==> config.mk <==
export PLATFORM = sky130hd
export DESIGN_NAME = raycast_wall_column_projection
export DESIGN_NICKNAME = d
export VERILOG_FILES = /design/src/rwcp_pkg.sv /design/src/rwcp_front.sv /design/src/rwcp_div_stage.sv /design/src/rwcp_back.sv /design/src/raycast_wall_column_projection.sv
export SDC_FILE = /design/constraint.sdc
export NUM_CORES = 2
export LEC_CHECK = 0
export BUFFER_PORTS_ARGS = -buffer_cell sky130_fd_sc_hd__buf_2
export CORE_UTILIZATION = 50
export DETAILED_ROUTE_END_ITERATION = 8
export PLACE_DENSITY = 0.67
export SYNTH_ARGS = -nofsm -noshare
export SYNTH_HDL_FRONTEND = slang
export SYNTH_SLANG_ARGS = --single-unit
==> constraint.sdc <==
create_clock -name clock -period 85.5 [get_ports clock]
set_input_delay 0 -clock clock [delete_from_list [all_inputs] [get_ports clock]]
set_output_delay 0 -clock clock [all_outputs]
set_load 0.02 [all_outputs]
==> src/rwcp_pkg.sv <==
// shared constants and stage payload type for the wall column projection pipe
`default_nettype none
package rwcp_pkg;
   localparam int FRAC_BITS  = 16;
   localparam int POS_W      = 22;
   localparam int DIR_W      = 18;
   localparam int DIST_W     = 24;
   localparam int SCALE_W    = 32;
   localparam int H_W        = 13;
   localparam int ROW_W      = 12;
   localparam int TEX_W      = 2;
   localparam int WFRAC_W    = 16;
   localparam int QUO_W      = 13;
   localparam int REM0_W     = SCALE_W - QUO_W;
   localparam int PROD_W     = DIST_W + 1 + DIR_W;
   localparam int SUM_W      = 2 * FRAC_BITS;
   localparam int DIV_STAGES = QUO_W;
   localparam int NUM_STAGES = DIV_STAGES + 2;

   localparam logic [H_W-1:0] MAX_ROWS = H_W'(4096);

   // csr register indexes
   localparam logic CSR_SCREEN_HEIGHT    = 1'b0;
   localparam logic CSR_PROJECTION_SCALE = 1'b1;

   // texture codes per wall face
   localparam logic [TEX_W-1:0] TEX_Y_NEG = 2'd0;
   localparam logic [TEX_W-1:0] TEX_Y_POS = 2'd1;
   localparam logic [TEX_W-1:0] TEX_X_POS = 2'd2;
   localparam logic [TEX_W-1:0] TEX_X_NEG = 2'd3;

   typedef struct packed {
      logic [TEX_W-1:0]     tex;
      logic [FRAC_BITS-1:0] pos_lo;
      logic [SUM_W-1:0]     prod_lo;
      logic [DIST_W-1:0]    divisor;
      logic [DIST_W-1:0]    rem;
      logic [QUO_W-1:0]     dvd;
      logic [QUO_W-1:0]     quo;
      logic                 zero;
      logic                 ovf;
   } pkt_type;
endpackage
`default_nettype wire

==> src/rwcp_front.sv <==
// first stage: face select, hit product, divider setup and overflow check
`default_nettype none
module rwcp_front (
   input  wire logic                                  clock,
   input  wire logic                                  reset,
   input  wire logic                                  en,
   input  wire logic                                  in_valid,
   input  wire logic                                  hit_side,
   input  wire logic                                  step_x_negative,
   input  wire logic                                  step_y_negative,
   input  wire logic        [rwcp_pkg::POS_W-1:0]     pos_x,
   input  wire logic        [rwcp_pkg::POS_W-1:0]     pos_y,
   input  wire logic signed [rwcp_pkg::DIR_W-1:0]     dir_x,
   input  wire logic signed [rwcp_pkg::DIR_W-1:0]     dir_y,
   input  wire logic        [rwcp_pkg::DIST_W-1:0]    perp_distance,
   input  wire logic        [rwcp_pkg::SCALE_W-1:0]   scale,
   output logic                                       out_valid,
   output rwcp_pkg::pkt_type                          out_pkt
);
   logic                                   valid_ff;
   rwcp_pkg::pkt_type                      pkt_ff, pkt_in;
   logic        [rwcp_pkg::POS_W-1:0]      pos_sel;
   logic signed [rwcp_pkg::DIR_W-1:0]      dir_sel;
   logic signed [rwcp_pkg::PROD_W-1:0]     prod;
   logic signed [63:0]                     prod_ext;
   logic        [rwcp_pkg::REM0_W-1:0]     rem0;

   always_comb begin
      pkt_in = '0;
      if (hit_side == 1'b0) begin
         pos_sel    = pos_y;
         dir_sel    = dir_y;
         pkt_in.tex = step_x_negative ? rwcp_pkg::TEX_X_NEG : rwcp_pkg::TEX_X_POS;
      end else begin
         pos_sel    = pos_x;
         dir_sel    = dir_x;
         pkt_in.tex = step_y_negative ? rwcp_pkg::TEX_Y_NEG : rwcp_pkg::TEX_Y_POS;
      end
      prod     = $signed({1'b0, perp_distance}) * dir_sel;
      prod_ext = 64'(prod);
      rem0     = scale[rwcp_pkg::SCALE_W-1:rwcp_pkg::QUO_W];
      pkt_in.pos_lo  = pos_sel[rwcp_pkg::FRAC_BITS-1:0];
      pkt_in.prod_lo = prod_ext[rwcp_pkg::SUM_W-1:0];
      pkt_in.divisor = perp_distance;
      pkt_in.rem     = rwcp_pkg::DIST_W'(rem0);
      pkt_in.dvd     = scale[rwcp_pkg::QUO_W-1:0];
      pkt_in.quo     = '0;
      pkt_in.zero    = (perp_distance == '0);
      // quotient would need more than QUO_W bits, so it is above any screen height
      pkt_in.ovf     = (rwcp_pkg::DIST_W'(rem0) >= perp_distance);
   end

   always_ff @(posedge clock) begin
      if (reset) begin
         valid_ff <= 1'b0;
      end else if (en) begin
         valid_ff <= in_valid;
      end
   end

   always_ff @(posedge clock) begin
      if (en) begin
         pkt_ff <= pkt_in;
      end
   end

   assign out_valid = valid_ff;
   assign out_pkt   = pkt_ff;
endmodule
`default_nettype wire

==> src/rwcp_div_stage.sv <==
// one restoring division step: one quotient bit per stage
`default_nettype none
module rwcp_div_stage (
   input  wire logic              clock,
   input  wire logic              reset,
   input  wire logic              en,
   input  wire logic              in_valid,
   input  wire rwcp_pkg::pkt_type in_pkt,
   output logic                   out_valid,
   output rwcp_pkg::pkt_type      out_pkt
);
   logic                          valid_ff;
   rwcp_pkg::pkt_type             pkt_ff, pkt_in;
   logic [rwcp_pkg::DIST_W:0]     rem_sh;
   logic [rwcp_pkg::DIST_W+1:0]   diff;

   always_comb begin
      pkt_in = in_pkt;
      rem_sh = {in_pkt.rem, in_pkt.dvd[rwcp_pkg::QUO_W-1]};
      diff   = {1'b0, rem_sh} - {2'b00, in_pkt.divisor};
      pkt_in.dvd = {in_pkt.dvd[rwcp_pkg::QUO_W-2:0], 1'b0};
      if (!diff[rwcp_pkg::DIST_W+1]) begin
         pkt_in.rem = diff[rwcp_pkg::DIST_W-1:0];
         pkt_in.quo = {in_pkt.quo[rwcp_pkg::QUO_W-2:0], 1'b1};
      end else begin
         pkt_in.rem = rem_sh[rwcp_pkg::DIST_W-1:0];
         pkt_in.quo = {in_pkt.quo[rwcp_pkg::QUO_W-2:0], 1'b0};
      end
   end

   always_ff @(posedge clock) begin
      if (reset) begin
         valid_ff <= 1'b0;
      end else if (en) begin
         valid_ff <= in_valid;
      end
   end

   always_ff @(posedge clock) begin
      if (en) begin
         pkt_ff <= pkt_in;
      end
   end

   assign out_valid = valid_ff;
   assign out_pkt   = pkt_ff;
endmodule
`default_nettype wire

==> src/rwcp_back.sv <==
// last stage: height clamp, draw rows, wall fraction, output register
`default_nettype none
module rwcp_back (
   input  wire logic                              clock,
   input  wire logic                              reset,
   input  wire logic                              en,
   input  wire logic                              in_valid,
   input  wire rwcp_pkg::pkt_type                 in_pkt,
   input  wire logic [rwcp_pkg::H_W-1:0]          h_eff,
   output logic                                   out_valid,
   output logic      [rwcp_pkg::H_W-1:0]          slice_height,
   output logic      [rwcp_pkg::ROW_W-1:0]        draw_start,
   output logic      [rwcp_pkg::ROW_W-1:0]        draw_end,
   output logic      [rwcp_pkg::TEX_W-1:0]        texture_index,
   output logic      [rwcp_pkg::WFRAC_W-1:0]      wall_fraction
);
   logic                             valid_ff;
   logic [rwcp_pkg::H_W-1:0]         height_ff, height_in;
   logic [rwcp_pkg::ROW_W-1:0]       start_ff, start_in;
   logic [rwcp_pkg::ROW_W-1:0]       end_ff, end_in;
   logic [rwcp_pkg::TEX_W-1:0]       tex_ff;
   logic [rwcp_pkg::WFRAC_W-1:0]     frac_ff, frac_in;
   logic [rwcp_pkg::H_W-1:0]         half_h, half_l, row_start, row_end;
   logic [rwcp_pkg::SUM_W-1:0]       hit_sum;

   always_comb begin
      if (in_pkt.zero || in_pkt.ovf) begin
         height_in = h_eff;
      end else if (in_pkt.quo == '0) begin
         height_in = rwcp_pkg::H_W'(1);
      end else if (in_pkt.quo > h_eff) begin
         height_in = h_eff;
      end else begin
         height_in = in_pkt.quo;
      end
      half_h    = h_eff >> 1;
      half_l    = height_in >> 1;
      row_start = half_h - half_l;
      row_end   = half_h + half_l;
      if (row_end >= h_eff) begin
         row_end = h_eff - rwcp_pkg::H_W'(1);
      end
      start_in = row_start[rwcp_pkg::ROW_W-1:0];
      end_in   = row_end[rwcp_pkg::ROW_W-1:0];
      // position shifted up by FRAC_BITS plus dist*dir, kept modulo one map unit
      hit_sum  = {in_pkt.pos_lo, rwcp_pkg::FRAC_BITS'(0)} + in_pkt.prod_lo;
      frac_in  = hit_sum[rwcp_pkg::SUM_W-1:rwcp_pkg::SUM_W-rwcp_pkg::WFRAC_W];
   end

   always_ff @(posedge clock) begin
      if (reset) begin
         valid_ff <= 1'b0;
      end else if (en) begin
         valid_ff <= in_valid;
      end
   end

   always_ff @(posedge clock) begin
      if (en) begin
         height_ff <= height_in;
         start_ff  <= start_in;
         end_ff    <= end_in;
         tex_ff    <= in_pkt.tex;
         frac_ff   <= frac_in;
      end
   end

   assign out_valid     = valid_ff;
   assign slice_height  = height_ff;
   assign draw_start    = start_ff;
   assign draw_end      = end_ff;
   assign texture_index = tex_ff;
   assign wall_fraction = frac_ff;
endmodule
`default_nettype wire

==> src/raycast_wall_column_projection.sv <==
// top level of the raycast wall column projection pipeline
`default_nettype none
// Turns one ray hit per screen column into a wall slice: height
// (projection_scale / perp_distance, clamped to 1..h_eff, saturated
// on zero distance), first and last draw rows, texture face and the Q0.16
// hit fraction along the wall. The pipe is fully stall-coupled: one word is
// accepted every clock while the output is not held. Each word passes the
// front stage (face select, 25x18 hit product, divider setup), 13 restoring
// divider stages retiring one quotient bit each, and the clamp/output stage
// on its way to rsp_valid. A held output (rsp_valid with rsp_stall) freezes
// every stage and raises req_stall in the same cycle. csr_ready is always
// high; registers are expected to change only while the pipe is empty.
module raycast_wall_column_projection (
   input  wire logic                                  clock,
   input  wire logic                                  reset,
   // request channel
   input  wire logic                                  req_valid,
   output logic                                       req_stall,
   input  wire logic                                  req_hit_side,
   input  wire logic                                  req_step_x_negative,
   input  wire logic                                  req_step_y_negative,
   input  wire logic        [rwcp_pkg::POS_W-1:0]     req_pos_x,
   input  wire logic        [rwcp_pkg::POS_W-1:0]     req_pos_y,
   input  wire logic signed [rwcp_pkg::DIR_W-1:0]     req_dir_x,
   input  wire logic signed [rwcp_pkg::DIR_W-1:0]     req_dir_y,
   input  wire logic        [rwcp_pkg::DIST_W-1:0]    req_perp_distance,
   // response channel
   output logic                                       rsp_valid,
   input  wire logic                                  rsp_stall,
   output logic             [rwcp_pkg::H_W-1:0]       rsp_slice_height,
   output logic             [rwcp_pkg::ROW_W-1:0]     rsp_draw_start,
   output logic             [rwcp_pkg::ROW_W-1:0]     rsp_draw_end,
   output logic             [rwcp_pkg::TEX_W-1:0]     rsp_texture_index,
   output logic             [rwcp_pkg::WFRAC_W-1:0]   rsp_wall_fraction,
   // register write channel
   input  wire logic                                  csr_valid,
   output logic                                       csr_ready,
   input  wire logic                                  csr_index,
   input  wire logic        [rwcp_pkg::SCALE_W-1:0]   csr_wdata
);
   logic [rwcp_pkg::H_W-1:0]      screen_height_ff;
   logic [rwcp_pkg::SCALE_W-1:0]  projection_scale_ff;
   logic [rwcp_pkg::H_W-1:0]      h_eff;
   logic                          advance;

   // stage 0 is the front, stage k+1 follows divider step k
   logic                          stage_valid [rwcp_pkg::DIV_STAGES+1];
   rwcp_pkg::pkt_type             stage_pkt   [rwcp_pkg::DIV_STAGES+1];

   // register file, write always accepted
   assign csr_ready = 1'b1;

   always_ff @(posedge clock) begin
      if (reset) begin
         screen_height_ff    <= rwcp_pkg::H_W'(480);
         projection_scale_ff <= rwcp_pkg::SCALE_W'(31457280);
      end else if (csr_valid && csr_ready) begin
         case (csr_index)
            rwcp_pkg::CSR_SCREEN_HEIGHT: begin
               screen_height_ff <= csr_wdata[rwcp_pkg::H_W-1:0];
            end
            rwcp_pkg::CSR_PROJECTION_SCALE: begin
               projection_scale_ff <= csr_wdata;
            end
            default: begin
            end
         endcase
      end
   end

   // zero rows means one, anything above the row limit saturates
   always_comb begin
      if (screen_height_ff == '0) begin
         h_eff = rwcp_pkg::H_W'(1);
      end else if (screen_height_ff > rwcp_pkg::MAX_ROWS) begin
         h_eff = rwcp_pkg::MAX_ROWS;
      end else begin
         h_eff = screen_height_ff;
      end
   end

   // whole pipe moves unless a finished word is held at the output
   assign advance   = !rsp_valid || !rsp_stall;
   assign req_stall = !advance;

   rwcp_front u_front (
      .clock           (clock),
      .reset           (reset),
      .en              (advance),
      .in_valid        (req_valid),
      .hit_side        (req_hit_side),
      .step_x_negative (req_step_x_negative),
      .step_y_negative (req_step_y_negative),
      .pos_x           (req_pos_x),
      .pos_y           (req_pos_y),
      .dir_x           (req_dir_x),
      .dir_y           (req_dir_y),
      .perp_distance   (req_perp_distance),
      .scale           (projection_scale_ff),
      .out_valid       (stage_valid[0]),
      .out_pkt         (stage_pkt[0])
   );

   // divider chain, msb of the quotient first
   for (genvar k = 0; k < rwcp_pkg::DIV_STAGES; k++) begin : g_div
      rwcp_div_stage u_div (
         .clock     (clock),
         .reset     (reset),
         .en        (advance),
         .in_valid  (stage_valid[k]),
         .in_pkt    (stage_pkt[k]),
         .out_valid (stage_valid[k+1]),
         .out_pkt   (stage_pkt[k+1])
      );
   end

   rwcp_back u_back (
      .clock         (clock),
      .reset         (reset),
      .en            (advance),
      .in_valid      (stage_valid[rwcp_pkg::DIV_STAGES]),
      .in_pkt        (stage_pkt[rwcp_pkg::DIV_STAGES]),
      .h_eff         (h_eff),
      .out_valid     (rsp_valid),
      .slice_height  (rsp_slice_height),
      .draw_start    (rsp_draw_start),
      .draw_end      (rsp_draw_end),
      .texture_index (rsp_texture_index),
      .wall_fraction (rsp_wall_fraction)
   );
endmodule
`default_nettype wire

==> summary.txt <==
Status
  – Status: finished, final reports clean

Final layout
  – Nets@finish: 7380
  – Fill cells: 12160
  – P&R area growth vs syn: 13.19%
  – Final core utilization: 0.5721
  – N_diodes: 0
  – Share of layout cells above drive strength 1: 0.08336

Global route
  – Global-route wire length before repair: 231.9 mm
  – Largest net degree at the start of global routing: 191
  – All-Layer GR Usage: 0.1892
  – Number of global-route vias before repair: 45610
  – GRT overflow: 0
  – Initial antenna violation count: 0

Timing
  – RSZ-0062 raised after global routing: no
  – Crit path time final: 8.343 ns
  – Final setup fails: 0
  – Slew HR: 0.2107
  – Fin. max-slew vios: 0
  – Hold Fails Final Rpt: 0
  – Worst Tran Pin Value: 1.181 ns
  – Final worst slack: 77.16 ns
  – Final cycle utilization of the critical path: 0.09758
  – Clock skew: 0.03839 ns
  – Peak Freq: 119.9 MHz
  – Setup TNS: 0 ns

Clock network
  – CTS root buf: clkbuf_16
  – Clock Sinks: 1420
  – CTS tree: built
  – H-tree Lvls: 4
  – CTS Buf Count: 150
  – Clock transition at the registers of the reported paths: 0.06 ns
  – Clock Latency Late Sink: 0.78 ns
  – CTS max path bufs: 3
  – Post-CTS sizing: 0

Synthesis
  – Post-synth EDFFs: 1360
  – Cells after synthesis: 6011
  – Ranking of synthesized cells by area: edfxtp_1 (54%), fa_1 (8.5%), ha_1 (8.0%)
  – Post-synthesis sequential area ratio: 0.5534
  – Mapped cell area: 75960 um^2
  – YS warnings: 0
  – Top FF cell, synth: edfxtp_1
  – FF+latch count, synth: 1420
  – Count of cell types in the netlist: 89
  – FFs w/ async S/R, synth: 0
  – Top-count cell post-synth: edfxtp_1
  – Synth area leader: edfxtp_1
  – Area share of the largest cell type after synthesis: 0.5376
  – Synth cell count leaders: edfxtp_1 (1360), inv_1 (775), nand2_1 (602)
  – Syn Area/Cell: 12.64 um^2

Setup path
  – Arrival time at the worst endpoint: 8.85 ns
  – CP peak stage delay: 0.63 ns
  – Max FO, Critical Path: 12
  – CP Data Required Time: 86.01 ns
  – Critical path capture point type: flip-flop
  – Crit Path Class: flip-flop to flip-flop
  – Critical path's most frequent cell: o21a_1
  – R2r endpoint: u_back.draw_end[11]
  – Critical Path Source Type: flip-flop
  – R2r worst-path depth: 31
  – Crit-path slowest cell: a311o_1
  – Family with the most delay on the worst path: compound AO/OA/AOI/OAI gates
  – R2R Setup Slk: 77.16 ns
  – Stages on the worst setup path: 31
  – Buf/Inv on CP: 2
  – RR Startpoint: screen_height_ff[1]

Drt
  – Drt via density: 5.270
  – Total number of vias: 45140
  – Pre-Repair DR Iteration Count: 6
  – WL final: 143.9 mm
  – WL/cell: 16.80 um
  – Antenna viol nets, final: 0
  – DRC: 0
  – DR iter-0 viols: 2878

Min path
  – Worst Min Path Start: csr_wdata[6]
  – Hold endpoint: projection_scale_ff[6]
  – Worst hold path type: primary input to flip-flop
  – Min-Delay Path Depth: 4

Floorplan
  – DIE HEIGHT: 391.8 um
  – Core area: 150300 um^2
  – DIE AREA: 153500 um^2
  – # rows: 142
  – Chip Width: 391.8 um
  – # IOs: 203
  – Initial Util: 0.5054

Run
  – Max-cap violations: 0

Placement
  – Post-DP HPWL: 102.0 mm
  – Post-place setup slack: 77.42 ns
  – Placer Congestion: 0.9113
  – Port bufs: 189

Pwr
  – VDD IR-drop max: 0.04820 mV
  – Leak: 36.63 nW
  – Cell Pwr Density: 37.12 nW/um^2
[metal layers]
| layer | track usage | share of wire | up-vias |
|---|---|---|---|
| met1 | 0.2424 | 0.44 | 21790 |
| met2 | 0.3171 | 0.48 | 1007 |
| met4 | 0.08239 | 0.042 | 0 |
| li1 | - | - | 22020 |
| met3 | 0.03122 | 0.042 | 331 |
| met5 | 0 | 0 | - |
[cell families (layout without fill, tap and decap cells)]
group	Yosys count	count (layout)	synth area share
flops	1420	1420	0.5534
xor+xnor	268	268	0.03090
other cells	2	3	0.00009886
fa+ha+maj	807	807	0.1649
mux	260	260	0.03856
compound gates	975	975	0.08318
simple gates	1362	1362	0.08291
buf+inv	917	1455	0.04599
[cell type report]
type,instances,area [um^2],share of cell area
Inverter,784,2943,0.03422
Tap cell,2016,2522,0.02934
Clock inverter,88,1015,0.01180
Multi-Input combinational cell,3675,30470,0.3543
Clock buffer,186,4023,0.04678
Sequential cell,1420,42040,0.4889
Timing Repair Buffer,397,2975,0.03460
[registers in the layout, summed over array words and instances (netlist names), 12 cells and up]
name,cells
g_div.u_div.out_pkt,1213
g_div.u_div.out_valid,13
projection_scale_ff,32
screen_height_ff,13
u_back.draw_end,12
u_back.draw_start,12
u_back.slice_height,13
u_back.wall_fraction,16
u_front.out_pkt,92
[tightest hold or removal path: stages]
cell	delay [ns]
dlygate4sd3_1	0.53
buf_2	0.15
nand2_1	0.06
a21oi_1	0.05
[per-stage QoR]
| step | total power [W] | cell area (um^2) | hold WS, ns | std cells |
|---|---|---|---|---|
| after global routing | 0.003439 | 85990 | 0.02432 | 8566 |
| after global placement | 0.002505 | 79230 | 0.2068 | 8120 |
| final | 0.003191 | 85990 | 0.06925 | 8566 |
| after CTS | 0.003215 | 85990 | 0.001016 | 8566 |
| after detailed placement | 0.002539 | 79230 | 0.2141 | 8120 |
| after floorplan | 0.002199 | 75970 | 0.09887 | 6012 |
[timing repair]
| item | CTS | global route |
|---|---|---|
| buffers inserted | 0 | 0 |
| hold buffers | 172 | 0 |
| hold endpoints to repair | 135 | 0 |
[worst max-delay path by stage]
stage,start,end,slack (ns)
global route,screen_height_ff[1],u_back.draw_end[11],76.73
detailed placement,screen_height_ff[1],u_back.draw_end[5],77.42
floorplan,u_back.out_valid,g_div[0].u_div.out_pkt[0],46.01
global placement,screen_height_ff[1],u_back.draw_end[3],77.57
finish,screen_height_ff[1],u_back.draw_end[11],77.16
CTS,screen_height_ff[1],u_back.draw_end[11],77.38
[cell usage in the layout (no fill, tap or decap), types with 153 or more instances in the layout]
master	count
edfxtp_1	1360
inv_1	775
nand2_1	601
ha_1	483
fa_1	324
a21oi_1	266
nor2_1	234
buf_2	189
xnor2_1	180
dlygate4sd3_1	172
mux2_1	153
clkbuf_16	153
[power by group]
| group | internal [W] | leakage, nW | total, W | switching [W] |
|---|---|---|---|---|
| sequential | 0.00103 | 15.2 | 0.00110 | 0.0000705 |
| combinational | 0.000646 | 19.0 | 0.00144 | 0.000792 |
| clock | 0.000378 | 2.44 | 0.000648 | 0.000270 |
Power figures use the tool's default switching activity.
